--- src/design/pmdsw_pkg.sv ---
// Package: shared types, constants and helpers for the page-mode shadow writer.
package pmdsw_pkg;

	localparam int COLUMNS     = 128;
	localparam int PAGES       = 8;
	localparam int FRAME_BYTES = COLUMNS * PAGES;
	localparam int ADDR_W      = $clog2(FRAME_BYTES);
	localparam int COL_W       = 7;
	localparam int PAGE_W      = 3;
	localparam int ROW_W       = 6;
	localparam int QDEPTH      = 2;
	localparam int QPTR_W      = $clog2(QDEPTH);
	localparam int QCNT_W      = $clog2(QDEPTH + 1);

	// input mode codes
	localparam logic [1:0] MODE_PIXEL    = 2'd0;
	localparam logic [1:0] MODE_POSITION = 2'd1;
	localparam logic [1:0] MODE_DATA     = 2'd2;

	// controller bytes
	localparam logic [7:0] CTRL_CMD    = 8'h00;
	localparam logic [7:0] CTRL_DATA   = 8'h40;
	localparam logic [7:0] CMD_PAGE    = 8'hB0;
	localparam logic [7:0] CMD_COL_HI  = 8'h10;
	localparam logic [7:0] COL_LO_MASK = 8'h0F;

	// byte positions within the emitted sequence
	localparam logic [2:0] STEP_CMD    = 3'd0;
	localparam logic [2:0] STEP_PAGE   = 3'd1;
	localparam logic [2:0] STEP_COL_LO = 3'd2;
	localparam logic [2:0] STEP_COL_HI = 3'd3;
	localparam logic [2:0] STEP_DCTRL  = 3'd4;
	localparam logic [2:0] STEP_DBYTE  = 3'd5;

	typedef enum logic [1:0] {
		OP_PIXEL,
		OP_POSITION,
		OP_DATA
	} op_t;

	typedef enum logic [1:0] {
		ST_CLEAR,
		ST_IDLE,
		ST_MODIFY,
		ST_EMIT
	} state_t;

	typedef struct packed {
		logic [1:0]       mode;
		logic [COL_W-1:0] column;
		logic [ROW_W-1:0] pixel_row;
		logic [PAGE_W-1:0] page;
		logic             color;
		logic [7:0]       data_byte;
	} in_item_t;

	typedef struct packed {
		logic [7:0] bus_byte;
		logic       byte_valid;
		logic       transfer_start;
		logic       transfer_end;
		logic       status;
		logic       last;
	} out_item_t;

	typedef struct packed {
		op_t               op;
		logic [COL_W-1:0]  column;
		logic [PAGE_W-1:0] page;
		logic [2:0]        bit_sel;
		logic              color;
		logic [7:0]        data_byte;
	} cmd_t;

	function automatic logic [ADDR_W-1:0] frame_addr(input logic [PAGE_W-1:0] pg,
			input logic [COL_W-1:0] col);
		frame_addr = ADDR_W'(pg) * ADDR_W'(COLUMNS) + ADDR_W'(col);
	endfunction

	function automatic logic [COL_W-1:0] next_col(input logic [COL_W-1:0] col);
		if (col == COL_W'(COLUMNS - 1)) begin
			next_col = '0;
		end else begin
			next_col = col + COL_W'(1);
		end
	endfunction

endpackage

--- src/design/pmdsw_front.sv ---
// Front end: accepts input items, drops ignored ones, turns the rest into commands.
module pmdsw_front (
	input  logic                cmd_valid,
	output logic                cmd_ready,
	input  pmdsw_pkg::in_item_t cmd,
	input  logic                q_full,
	input  logic                clearing,
	output logic                push,
	output pmdsw_pkg::cmd_t     push_cmd
);

	logic [pmdsw_pkg::PAGE_W-1:0] pix_page;
	logic                         col_ok;
	logic                         keep;

	assign cmd_ready = !q_full && !clearing;
	assign pix_page  = cmd.pixel_row[pmdsw_pkg::ROW_W-1:3];
	assign col_ok    = int'(cmd.column) < pmdsw_pkg::COLUMNS;

	always_comb begin
		push_cmd           = '0;
		push_cmd.column    = cmd.column;
		push_cmd.bit_sel   = cmd.pixel_row[2:0];
		push_cmd.color     = cmd.color;
		push_cmd.data_byte = cmd.data_byte;
		keep               = 1'b0;
		case (cmd.mode)
			pmdsw_pkg::MODE_PIXEL: begin
				push_cmd.op   = pmdsw_pkg::OP_PIXEL;
				push_cmd.page = pix_page;
				keep          = col_ok && (int'(pix_page) < pmdsw_pkg::PAGES);
			end
			pmdsw_pkg::MODE_POSITION: begin
				push_cmd.op   = pmdsw_pkg::OP_POSITION;
				push_cmd.page = cmd.page;
				keep          = col_ok && (int'(cmd.page) < pmdsw_pkg::PAGES);
			end
			pmdsw_pkg::MODE_DATA: begin
				push_cmd.op   = pmdsw_pkg::OP_DATA;
				push_cmd.page = cmd.page;
				keep          = 1'b1;
			end
			default: begin
				// unused mode: swallowed
				push_cmd.op = pmdsw_pkg::OP_DATA;
				keep        = 1'b0;
			end
		endcase
		push = cmd_valid && cmd_ready && keep;
	end

endmodule

--- config.mk ---
export PLATFORM = sky130hd
export DESIGN_NAME = pmdsw_front
export DESIGN_NICKNAME = d
export VERILOG_FILES = /design/src/design/pmdsw_pkg.sv /design/src/design/pmdsw_front.sv
export SDC_FILE = /design/constraint.sdc
export NUM_CORES = 1
export LEC_CHECK = 0
export CAP_MARGIN = 20
export CORE_AREA = 2 2 39 41
export DETAILED_ROUTE_END_ITERATION = 10
export DIE_AREA = 0 0 41 43
export DONT_BUFFER_PORTS = 1
export GPL_ROUTABILITY_DRIVEN = 0
export PLACE_DENSITY_LB_ADDON = 0.12
export REMOVE_ABC_BUFFERS = 1
export SLEW_MARGIN = 25
export SYNTH_ARGS = -nofsm -noshare
export SYNTH_HDL_FRONTEND = slang
export SYNTH_SLANG_ARGS = --single-unit
--- constraint.sdc ---
create_clock -name vclk -period 1.2
set_input_delay 0.24 -clock vclk [all_inputs]
set_output_delay 0.24 -clock vclk [all_outputs]
set_load 0.02 [all_outputs]
Word-level counts from Yosys, hierarchy flattened
Index checks and enable logic that the tools add are counted.

storage, ports and cells
  output and inout bits = 26
  logic and storage cells = 13
  bits of input ports = 30
  register bits = 0

cells by class
  reductions and logical operators = 8
  muxes and demuxes = 3
  equal/unequal tests = 2

operator list
  cell                                            count
  one-hot mux 3 bit (2 select lines)              1
  one-hot mux 2 bit (2 select lines)              1
  logical AND 1 bit                               3
  OR reduction 3 bit                              1
  == test 2 x 1 -> 1 bit (second input constant)  1
  == test 2 bit (second input constant)           1
  zero test 1 bit                                 2
  zero test 2 bit                                 1
  OR reduction 2 bit                              1
  two-way mux 1 bit                               1

Logic depth before layout (Yosys ltp)
  depth after elaboration = 4
  mapped depth = 4
  gate-level depth less buffers = 4

Least setup slack after synthesis
Ideal clock, no wire load.

  path type = input -> output
  from = input port cmd[25] (netlist name)
  to = output port push
  path slack = -29 ps
  data arrival time = 989 ps
  path buffers = 0
  stages on the path = 2
  cell sequence = ha_1 nor4b_2

on the way
  longest elaborated chain between the ends = 4
  elaborated cells between the ends (all ways) = 6

RTL lines
  element                                RTL line           text
  start: declaration                     pmdsw_front.sv:5   input pmdsw_pkg::in_item_t cmd,
  == test 2 bit (tied with other cells)  pmdsw_front.sv:27  case (cmd.mode)
  OR reduction 3 bit (no line) (*)       n/a
  two-way mux 1 bit (*)                  pmdsw_front.sv:27
  logical AND 1 bit (*)                  pmdsw_front.sv:49  push = cmd_valid && cmd_ready && keep;
  end: declaration                       pmdsw_front.sv:8   output logic push,

Mark *: on every way between the ends. The rest lies on a longest branch, timed or not.

==> impl_metrics.json <==
{
  "status": "completed",
  "vias": 172,
  "synth_area_leaders": "buf_4 58%, ha_1 15%, a22oi_1 9.2%",
  "dieArea_um2": 1763,
  "whs_path_depth": 0,
  "pin_count": 56,
  "finalPower_uw": 91.59,
  "power_leakage_nw": 0.09049,
  "synth.avg_cell_area_um2": 7.393,
  "wire_per_inst_um": 20.86,
  "ant_nets": 0,
  "start_util": 0.1763,
  "end_kind": "primary output",
  "min_period_over_period": 0.9549,
  "fp.dieW_um": 41,
  "pre_cts_ws_ps": -30.71,
  "synth.top_cell.area_share": 0.5846,
  "drc": 0,
  "first_pass_iters": 5,
  "final_nets": 56,
  "maxSlewViolCount": 0,
  "fmax_mhz": 872.6,
  "worst_hold_slack_ps": 480.2,
  "slew_headroom": 0.7489,
  "initialDrtViolationCount": 1,
  "synth_area_um2": 244.0,
  "critical_path_required_ps": 960,
  "drive_gt1_frac": 0.5714,
  "hold_path.class": "input port to primary output",
  "arrival_ps": 910,
  "syn_inst": 33,
  "design.seq.count": 0,
  "pwr-share-clk": 0,
  "power_frac_seq": 0,
  "setup_viol": 0,
  "grt_pass1_wl_um": 869,
  "hold_buffers": 0,
  "path_max_fanout": 3,
  "combPwrFrac": 1.000,
  "worst_slack_ps": 54.06,
  "routed_wl_um": 772,
  "hold_violations": 0,
  "diodes": 0,
  "period_needed_ps": 1146,
  "worstSetupPathType": "input port to primary output",
  "layout_common_cells": "7 x buf_4, 5 x nor2_1, 3 x a22oi_2, 2 x inv_1, 2 x ha_1",
  "final_core_util": 0.1456,
  "synth_warnings": 0,
  "grt_max_degree": 5,
  "rows": 14,
  "fin_area_um2": 201.4,
  "drv_cap": 0,
  "core_um2": 1384,
  "seqCellArea_um2": 0,
  "layout-area-overhead-vs-synth_pct": -17.44,
  "n_fill_cell": 154,
  "final_common_cell": "buf_4",
  "yosysSeqAreaShare": 0,
  "worst_pin_slew_ps": 375.3,
  "hpwl_um": 627.4,
  "viasPerCell": 4.649,
  "overflow": 0,
  "p_switching_uw": 47.07,
  "synth_top_area_cell": "buf_4",
  "nClkBuffers": 0,
  "grt_pass1_vias": 164,
  "internal_power_uw": 44.53,
  "die_h_um": 43,
  "cp-start-kind": "input port",
  "irDropWorstVdd_uv": 98.30,
  "placed_area_um2": 173.9,
  "ys_types": 6,
  "port-buffer-count": 0,
  "power_density_nw_per_um2": 454.7,
  "antenna_found_initial": 0,
  "p_sw_frac": 0.5139,
  "grt_usage": 0.07892
}
[critical path: stages]
cell,delay (ps)
inv_1,90
ha_4,230
a22oi_2,150
nor2_1,50
buf_4,150
[logic make-up after synthesis]
family | count (synthesis) | share of synthesized area
buffers and inverters | 21 | 0.6154
AND/OR/NAND/NOR | 6 | 0.1385
adder cells (fa/ha/maj) | 3 | 0.1539
AO/OA/AOI/OAI | 3 | 0.09230
[synth_stat cells]
cell type	n
inv_1	2
buf_4	19
ha_1	3
nor2_1	5
nor4b_2	1
a22oi_1	3
[per-layer routing]
metal,wire length [um],track usage
met1,323,0.1297
met2,217,0.05313
met3,231,0.1099
met4,0,0
met5,0,0
[layout make-up]
cell class / count / area (um^2) / area share
inverters: 2 / 7.507 / 0.03727
multi-input cells: 12 / 121.4 / 0.6025
well taps: 16 / 20.02 / 0.09938
repair buffers: 7 / 52.55 / 0.2609
[stage by stage]
stage	setup TNS [ps]	instances
final	0	37
after global routing	-5.550	37
after CTS	0	37
after detailed placement	-77.83	37
after global placement	-33.00	37
after floorplan	-28.78	14
[power by group through the flow]
stage          Clock (mW)  Combinational, mW  Sequential (mW)
2_1_floorplan           0             0.0485                0
3_3_place_gp            0             0.0768                0
3_5_place_dp            0             0.0782                0
4_1_cts                 0             0.0855                0
5_1_grt                 0              0.100                0
6_report                0             0.0916                0
[worst paths after layout]
path / to / slack [ps] / from
max: push_cmd[13] / 50 / cmd[26]
min: push_cmd[0] / 480 / cmd[0]
[what timing repair did]
item | 4_1_cts | 5_1_grt
resized for setup | 1 | 3
endpoints found under the setup margin | 3 | 4
endpoints found under the hold margin | 0 | 0
pin swaps | 0 | 1
setup buffers | 0 | 0
Note: power is estimated with default switching activity, not from simulation.
