==> src/design/pmdsw_pkg.sv <==
// Package: shared types, constants and helpers for the page-mode shadow writer.
package pmdsw_pkg;

	localparam int COLUMNS     = 128;
	localparam int PAGES       = 8;
	localparam int FRAME_BYTES = COLUMNS * PAGES;
	localparam int ADDR_W      = $clog2(FRAME_BYTES);
	localparam int COL_W       = 7;
	localparam int PAGE_W      = 3;
	localparam int ROW_W       = 6;
	localparam int QDEPTH      = 2;
	localparam int QPTR_W      = $clog2(QDEPTH);
	localparam int QCNT_W      = $clog2(QDEPTH + 1);

	// input mode codes
	localparam logic [1:0] MODE_PIXEL    = 2'd0;
	localparam logic [1:0] MODE_POSITION = 2'd1;
	localparam logic [1:0] MODE_DATA     = 2'd2;

	// controller bytes
	localparam logic [7:0] CTRL_CMD    = 8'h00;
	localparam logic [7:0] CTRL_DATA   = 8'h40;
	localparam logic [7:0] CMD_PAGE    = 8'hB0;
	localparam logic [7:0] CMD_COL_HI  = 8'h10;
	localparam logic [7:0] COL_LO_MASK = 8'h0F;

	// byte positions within the emitted sequence
	localparam logic [2:0] STEP_CMD    = 3'd0;
	localparam logic [2:0] STEP_PAGE   = 3'd1;
	localparam logic [2:0] STEP_COL_LO = 3'd2;
	localparam logic [2:0] STEP_COL_HI = 3'd3;
	localparam logic [2:0] STEP_DCTRL  = 3'd4;
	localparam logic [2:0] STEP_DBYTE  = 3'd5;

	typedef enum logic [1:0] {
		OP_PIXEL,
		OP_POSITION,
		OP_DATA
	} op_t;

	typedef enum logic [1:0] {
		ST_CLEAR,
		ST_IDLE,
		ST_MODIFY,
		ST_EMIT
	} state_t;

	typedef struct packed {
		logic [1:0]       mode;
		logic [COL_W-1:0] column;
		logic [ROW_W-1:0] pixel_row;
		logic [PAGE_W-1:0] page;
		logic             color;
		logic [7:0]       data_byte;
	} in_item_t;

	typedef struct packed {
		logic [7:0] bus_byte;
		logic       byte_valid;
		logic       transfer_start;
		logic       transfer_end;
		logic       status;
		logic       last;
	} out_item_t;

	typedef struct packed {
		op_t               op;
		logic [COL_W-1:0]  column;
		logic [PAGE_W-1:0] page;
		logic [2:0]        bit_sel;
		logic              color;
		logic [7:0]        data_byte;
	} cmd_t;

	function automatic logic [ADDR_W-1:0] frame_addr(input logic [PAGE_W-1:0] pg,
			input logic [COL_W-1:0] col);
		frame_addr = ADDR_W'(pg) * ADDR_W'(COLUMNS) + ADDR_W'(col);
	endfunction

	function automatic logic [COL_W-1:0] next_col(input logic [COL_W-1:0] col);
		if (col == COL_W'(COLUMNS - 1)) begin
			next_col = '0;
		end else begin
			next_col = col + COL_W'(1);
		end
	endfunction

endpackage

==> src/design/pmdsw_queue.sv <==
// Short command queue between front and back end.
module pmdsw_queue (
	input  logic            clk,
	input  logic            arst_n,
	input  logic            push,
	input  pmdsw_pkg::cmd_t push_cmd,
	input  logic            pop,
	output pmdsw_pkg::cmd_t head,
	output logic            empty,
	output logic            full
);

	pmdsw_pkg::cmd_t                entry_q [pmdsw_pkg::QDEPTH];
	logic [pmdsw_pkg::QPTR_W-1:0]   wr_ptr_q;
	logic [pmdsw_pkg::QPTR_W-1:0]   rd_ptr_q;
	logic [pmdsw_pkg::QCNT_W-1:0]   count_q;

	assign empty = count_q == '0;
	assign full  = count_q == pmdsw_pkg::QCNT_W'(pmdsw_pkg::QDEPTH);
	assign head  = entry_q[rd_ptr_q];

	always_ff @(posedge clk or negedge arst_n) begin
		if (!arst_n) begin
			wr_ptr_q <= '0;
			rd_ptr_q <= '0;
			count_q  <= '0;
		end else begin
			if (push) begin
				wr_ptr_q <= wr_ptr_q + pmdsw_pkg::QPTR_W'(1);
			end
			if (pop) begin
				rd_ptr_q <= rd_ptr_q + pmdsw_pkg::QPTR_W'(1);
			end
			if (push && !pop) begin
				count_q <= count_q + pmdsw_pkg::QCNT_W'(1);
			end else if (pop && !push) begin
				count_q <= count_q - pmdsw_pkg::QCNT_W'(1);
			end
		end
	end

	always_ff @(posedge clk) begin
		if (push) begin
			entry_q[wr_ptr_q] <= push_cmd;
		end
	end

endmodule

==> config.mk <==
export PLATFORM = sky130hd
export DESIGN_NAME = pmdsw_queue
export DESIGN_NICKNAME = d
export VERILOG_FILES = /design/src/design/pmdsw_pkg.sv /design/src/design/pmdsw_queue.sv
export SDC_FILE = /design/constraint.sdc
export NUM_CORES = 1
export LEC_CHECK = 0
export ABC_CLOCK_PERIOD_IN_PS = 3220
export BUFFER_PORTS_ARGS = -buffer_cell sky130_fd_sc_hd__buf_2
export CAP_MARGIN = 20
export CORE_ASPECT_RATIO = 1.1
export CORE_MARGIN = 2
export CORE_UTILIZATION = 50
export DETAILED_ROUTE_END_ITERATION = 12
export PLACE_DENSITY = 0.8
export SYNTH_ARGS = -nofsm -noshare
export SYNTH_HDL_FRONTEND = slang
export SYNTH_SLANG_ARGS = --single-unit
export TNS_END_PERCENT = 20
==> constraint.sdc <==
create_clock -name clk -period 3.22 [get_ports clk]
set_input_delay 0.161 -clock clk [delete_from_list [all_inputs] [get_ports clk]]
set_output_delay 0.161 -clock clk [all_outputs]
set_load 0.01 [all_outputs]
# After elaboration in Yosys (flattened, before gate mapping)

Memory sizes are Yosys's and may differ from the RTL's.
Index checks and enable logic that the tools add are counted.

Add/sub/neg operators: 4
Eq/ne operators: 1
Muxes and demuxes: 4
Reductions and logical operators: 6

Operator list:

| kind                                              | count |
|---|---|
| 2-to-1 mux 2 bit                                  | 2 |
| adder 1 bit (second input constant)               | 2 |
| adder 2 x 1 -> 2 bit (second input constant)      | 1 |
| equality test 2 bit (second input constant)       | 1 |
| logical AND 1 bit                                 | 2 |
| logical NOT 1 bit                                 | 2 |
| logical NOT 2 bit                                 | 1 |
| 2-to-1 mux 1 bit                                  | 2 |
| nonzero test 2 bit                                | 1 |
| subtractor 2 x 1 -> 2 bit (second input constant) | 1 |

Memories: 1
Input port bits: 28
Output and inout bits: 26
Register bits: 4
Bits in writable memories: 48

Memory list:

| memory  | words | bits a word | read ports | clocked after Yosys merged registers in | wr ports | RTL line          | RTL |
|---|---|---|---|---|---|---|---|
| entry_q | 2     | 24          | 1          | 0                                       | 1        | pmdsw_queue.sv:13 | `pmdsw_pkg::cmd_t entry_q [pmdsw_pkg::QDEPTH];` |

# Logic depth before layout (Yosys ltp)

Depth in word-level cells: 4
Mapped depth: 5

# Worst setup path before layout

No wires, ideal clock.

Path type: register -> register
From: reg wr_ptr_q
To: mem entry_q[0][0] in the netlist's numbering, enable pin
Slack: 1.322 ns
Path buffers: 0
Arrival time: 1.490 ns
Cell stages (with the launch flop): 2
Data required time: 2.812 ns
Period minus slack after synthesis: 1.898 ns
Cells stage by stage: dfrtp_1 nor2b_1

RTL lines:

| what                   | RTL line          | RTL |
|---|---|---|
| from (decl)            | pmdsw_queue.sv:14 | `logic [pmdsw_pkg::QPTR_W-1:0] wr_ptr_q;` |
| from (signal assigned) | pmdsw_queue.sv:29 | `wr_ptr_q <= wr_ptr_q + pmdsw_pkg::QPTR_W'(1);` |
| to (decl)              | pmdsw_queue.sv:13 |  |

Straight into the memory's write port.

==> implementation parameters <==
Parameter                              Value

Outcome
  Status    complete, no violations

Route
  Uppermost layer routed    met4
  Drt total wl    3000 um
  Total number of vias    982
  Routed len/inst    14.7 um
  Number of DRC violations after detailed-routing iteration 0    39
  M1 wire length    1160 um
  Met3 wire length    185 um
  First drt pass iteration count    3
  Vias per cell    4.81
  DRC    0
  Antenna Nets Post-Route    0
  Sum of met2 wire segment lengths after detailed routing    1580 um

Setup path
  Stage delay of the slowest cell on the critical path    0.68 ns
  Sort of element at the end of the critical path    output pin
  Worst Setup Start Kind    flip-flop
  Critical path peak fanout    15
  Required time reported for the critical path endpoint    3.06 ns
  Endpoint of the worst register-to-register path    entry_q[1][14]
  Critical Path Source    rd_ptr_q
  Worst-path cell with the longest stage delay    sky130_fd_sc_hd__dfrtp_1
  Cell count of the worst reg-to-reg path    1
  Worst Path Class, Setup    reg -> out
  Crit path max-delay family    flip-flops
  Cell-by-cell listing of the critical path    buf_4 -> mux2_4 -> buf_2
  Data arrival, critical path    1.84 ns
  Number of buffer and inverter stages on the critical path    2
  Flop-to-flop setup slack    1.57 ns
  Start of the worst register-to-register path    wr_ptr_q

Synthesis
  Instance count of the mapped netlist    91
  Cell type with the largest total area after synthesis    sky130_fd_sc_hd__edfxtp_1
  Distinct cell type count after synthesis    13
  Number of enable-type register cells in the synthesized netlist    48
  Share of the yosys chip area belonging to registers    76.3%
  Most instantiated flip-flop cell in the synthesis netlist    sky130_fd_sc_hd__edfxtp_1
  Synth Net Count    120
  Synthesized cell area    2020 um^2
  Most instantiated library cell after synthesis    sky130_fd_sc_hd__edfxtp_1
  Most frequent cells after synthesis    48 x sky130_fd_sc_hd__edfxtp_1, 19 x sky130_fd_sc_hd__mux2_4, 5 x sky130_fd_sc_hd__mux2_2
  Synthesized flop and latch total    52
  YS warnings    0
  Leading cell types by total area after synthesis    sky130_fd_sc_hd__edfxtp_1 71%, sky130_fd_sc_hd__mux2_4 14%, sky130_fd_sc_hd__dfrtp_1 5.0%, sky130_fd_sc_hd__mux2_2 2.8%, sky130_fd_sc_hd__buf_12 2.0%
  Mean cell area of the mapped netlist    22.2 um^2
  Share of flip-flops with an asynchronous set or reset    7.69%
  Post-synth top area share    71.3%

Cells and area
  Count of antenna diodes in the layout    0
  Final Instance Area    2430 um^2
  Share of layout cells above drive strength 1    57.2%
  Fin cells    204
  Share of the core filled with cells in the final layout    61.9%
  Area grow syn2layout    20.5%
  Net count reported at finish    180

Timing
  Final hold violation count    0
  Max Fclk    0.500 GHz
  Final number of max-transition violations    0
  Pin slew with the least headroom to its limit    1.08 ns
  Worst Hold Margin    0.0508 ns
  Relative max-transition margin    28.1%
  Unrepaired setup endpoints after global routing    false
  Fin Setup TNS    0 ns
  Final-report setup violation count    0
  Final period demand of the worst path    2.00 ns
  Final worst-path cycle share    62.1%
  Clock tree skew after final layout    0.00123 ns

Min path
  Hold path depth    1
  Hold path startpoint    push_cmd[0]
  Class of the tightest hold or removal check    in -> reg
  WHS Endpoint    entry_q[0][0]

Clocking
  # H-tree levels    2
  Number of buffers created by CTS    5
  Library cell used as clock root buffer    sky130_fd_sc_hd__clkbuf_8
  Sinks on Clock Net    52
  Maximum buffer depth of the clock tree    2
  TritonCTS clock tree    built
  Skew-Pair Late Insertion Delay    0.29 ns
  Total setup buffers inserted after CTS    0
  Worst-path clk slew    0.08 ns

Global route
  Global-route wire length before repair    4690 um
  Largest net degree at the start of global routing    25
  GR Util All Layers    14.0%
  Total global routing overflow    0
  Vias in the first global route    1039
  Antenna violations before repair    0

Floorplan
  Row count    24
  Core Footprint    3930 um^2
  Starting density of the core    51.4%
  Die Y-Extent    70.7 um
  Die W    64.6 um
  Floorplan die area    4570 um^2
  Ports    54

Placement
  Placed insts    195
  Post-DP HPWL    2190 um
  Placed cell area    2320 um^2
  # port buffers    53
  Placer Congestion    0.607

Flow run
  Number of violations of the max-capacitance limit    0

Pwr
  Leakage power    0.998 nW
  Total power per unit cell area    834 nW/um^2
  Peak supply drop    463 uV
[power by group]
part / switching (mW) / total (mW) / leakage [nW] / internal (mW)
Sequential: 0.0796 / 0.983 / 0.497 / 0.903
Clock: 0.191 / 0.421 / 0.0552 / 0.230
Combinational: 0.287 / 0.625 / 0.446 / 0.338
Total: 0.558 / 2.03 / 0.998 / 1.47
[layout by cell type (no fill, tap or decap), types with 2 or more instances in the layout]
master,count
sky130_fd_sc_hd__xor2_1,4
sky130_fd_sc_hd__dfrtp_1,4
sky130_fd_sc_hd__buf_2,53
sky130_fd_sc_hd__nor2_1,2
sky130_fd_sc_hd__mux2_4,19
sky130_fd_sc_hd__clkbuf_8,5
sky130_fd_sc_hd__mux2_2,5
sky130_fd_sc_hd__buf_4,2
sky130_fd_sc_hd__edfxtp_1,48
[routing by layer]
layer,track usage (%),vias to the layer above
li1,-,463
met1,15.6,476
met2,23.8,37
met3,5.41,6
met4,6.38,0
met5,0,-
[stage by stage]
step / total power [mW] / worst slack, ns
final: 2.03 / 1.22
after global routing: 2.13 / 1.14
after CTS: 2.06 / 1.20
after detailed placement: 1.64 / 1.53
after global placement: 1.61 / 1.58
after floorplan: 1.48 / 1.32
[cells by family after synthesis]
logic type,count (synthesis),share of synthesized area [%]
fa+ha+maj,1,0.619
xor+xnor,5,2.17
mux,24,16.9
simple gates,5,1.30
flops,52,76.3
buf+inv,4,2.72
[cell type report]
cell class | count | area, um^2
Clock buffer | 6 | 72.6
Clock inverter | 2 | 35.0
Fill cell | 295 | 1500
Inverter | 1 | 3.75
Multi-Input combinational cell | 35 | 427
Sequential cell | 52 | 1540
Tap cell | 52 | 65.1
Timing Repair Buffer | 56 | 290
[state kept, by name (all words and copies together) (netlist names)]
name      cells
wr_ptr_q      1
count_q       2
rd_ptr_q      1
entry_q      48
[what timing repair did]
action	CTS	global route
endpoints found under the setup margin	0	0
hold buffers	1	0
gates resized for setup	0	0
endpoints found under the hold margin	4	0
[worst max-delay path by stage]
stage / endpoint / slack (ns) / cells after the start
after detailed placement: head[6] / 1.53 / 3
after CTS: head[6] / 1.20 / 3
after floorplan: entry_q[0][0] / 1.32 / 1
final: head[6] / 1.22 / 3
after global placement: head[14] / 1.58 / 3
after global routing: head[19] / 1.14 / 3
(Power assumes the default switching activity.)
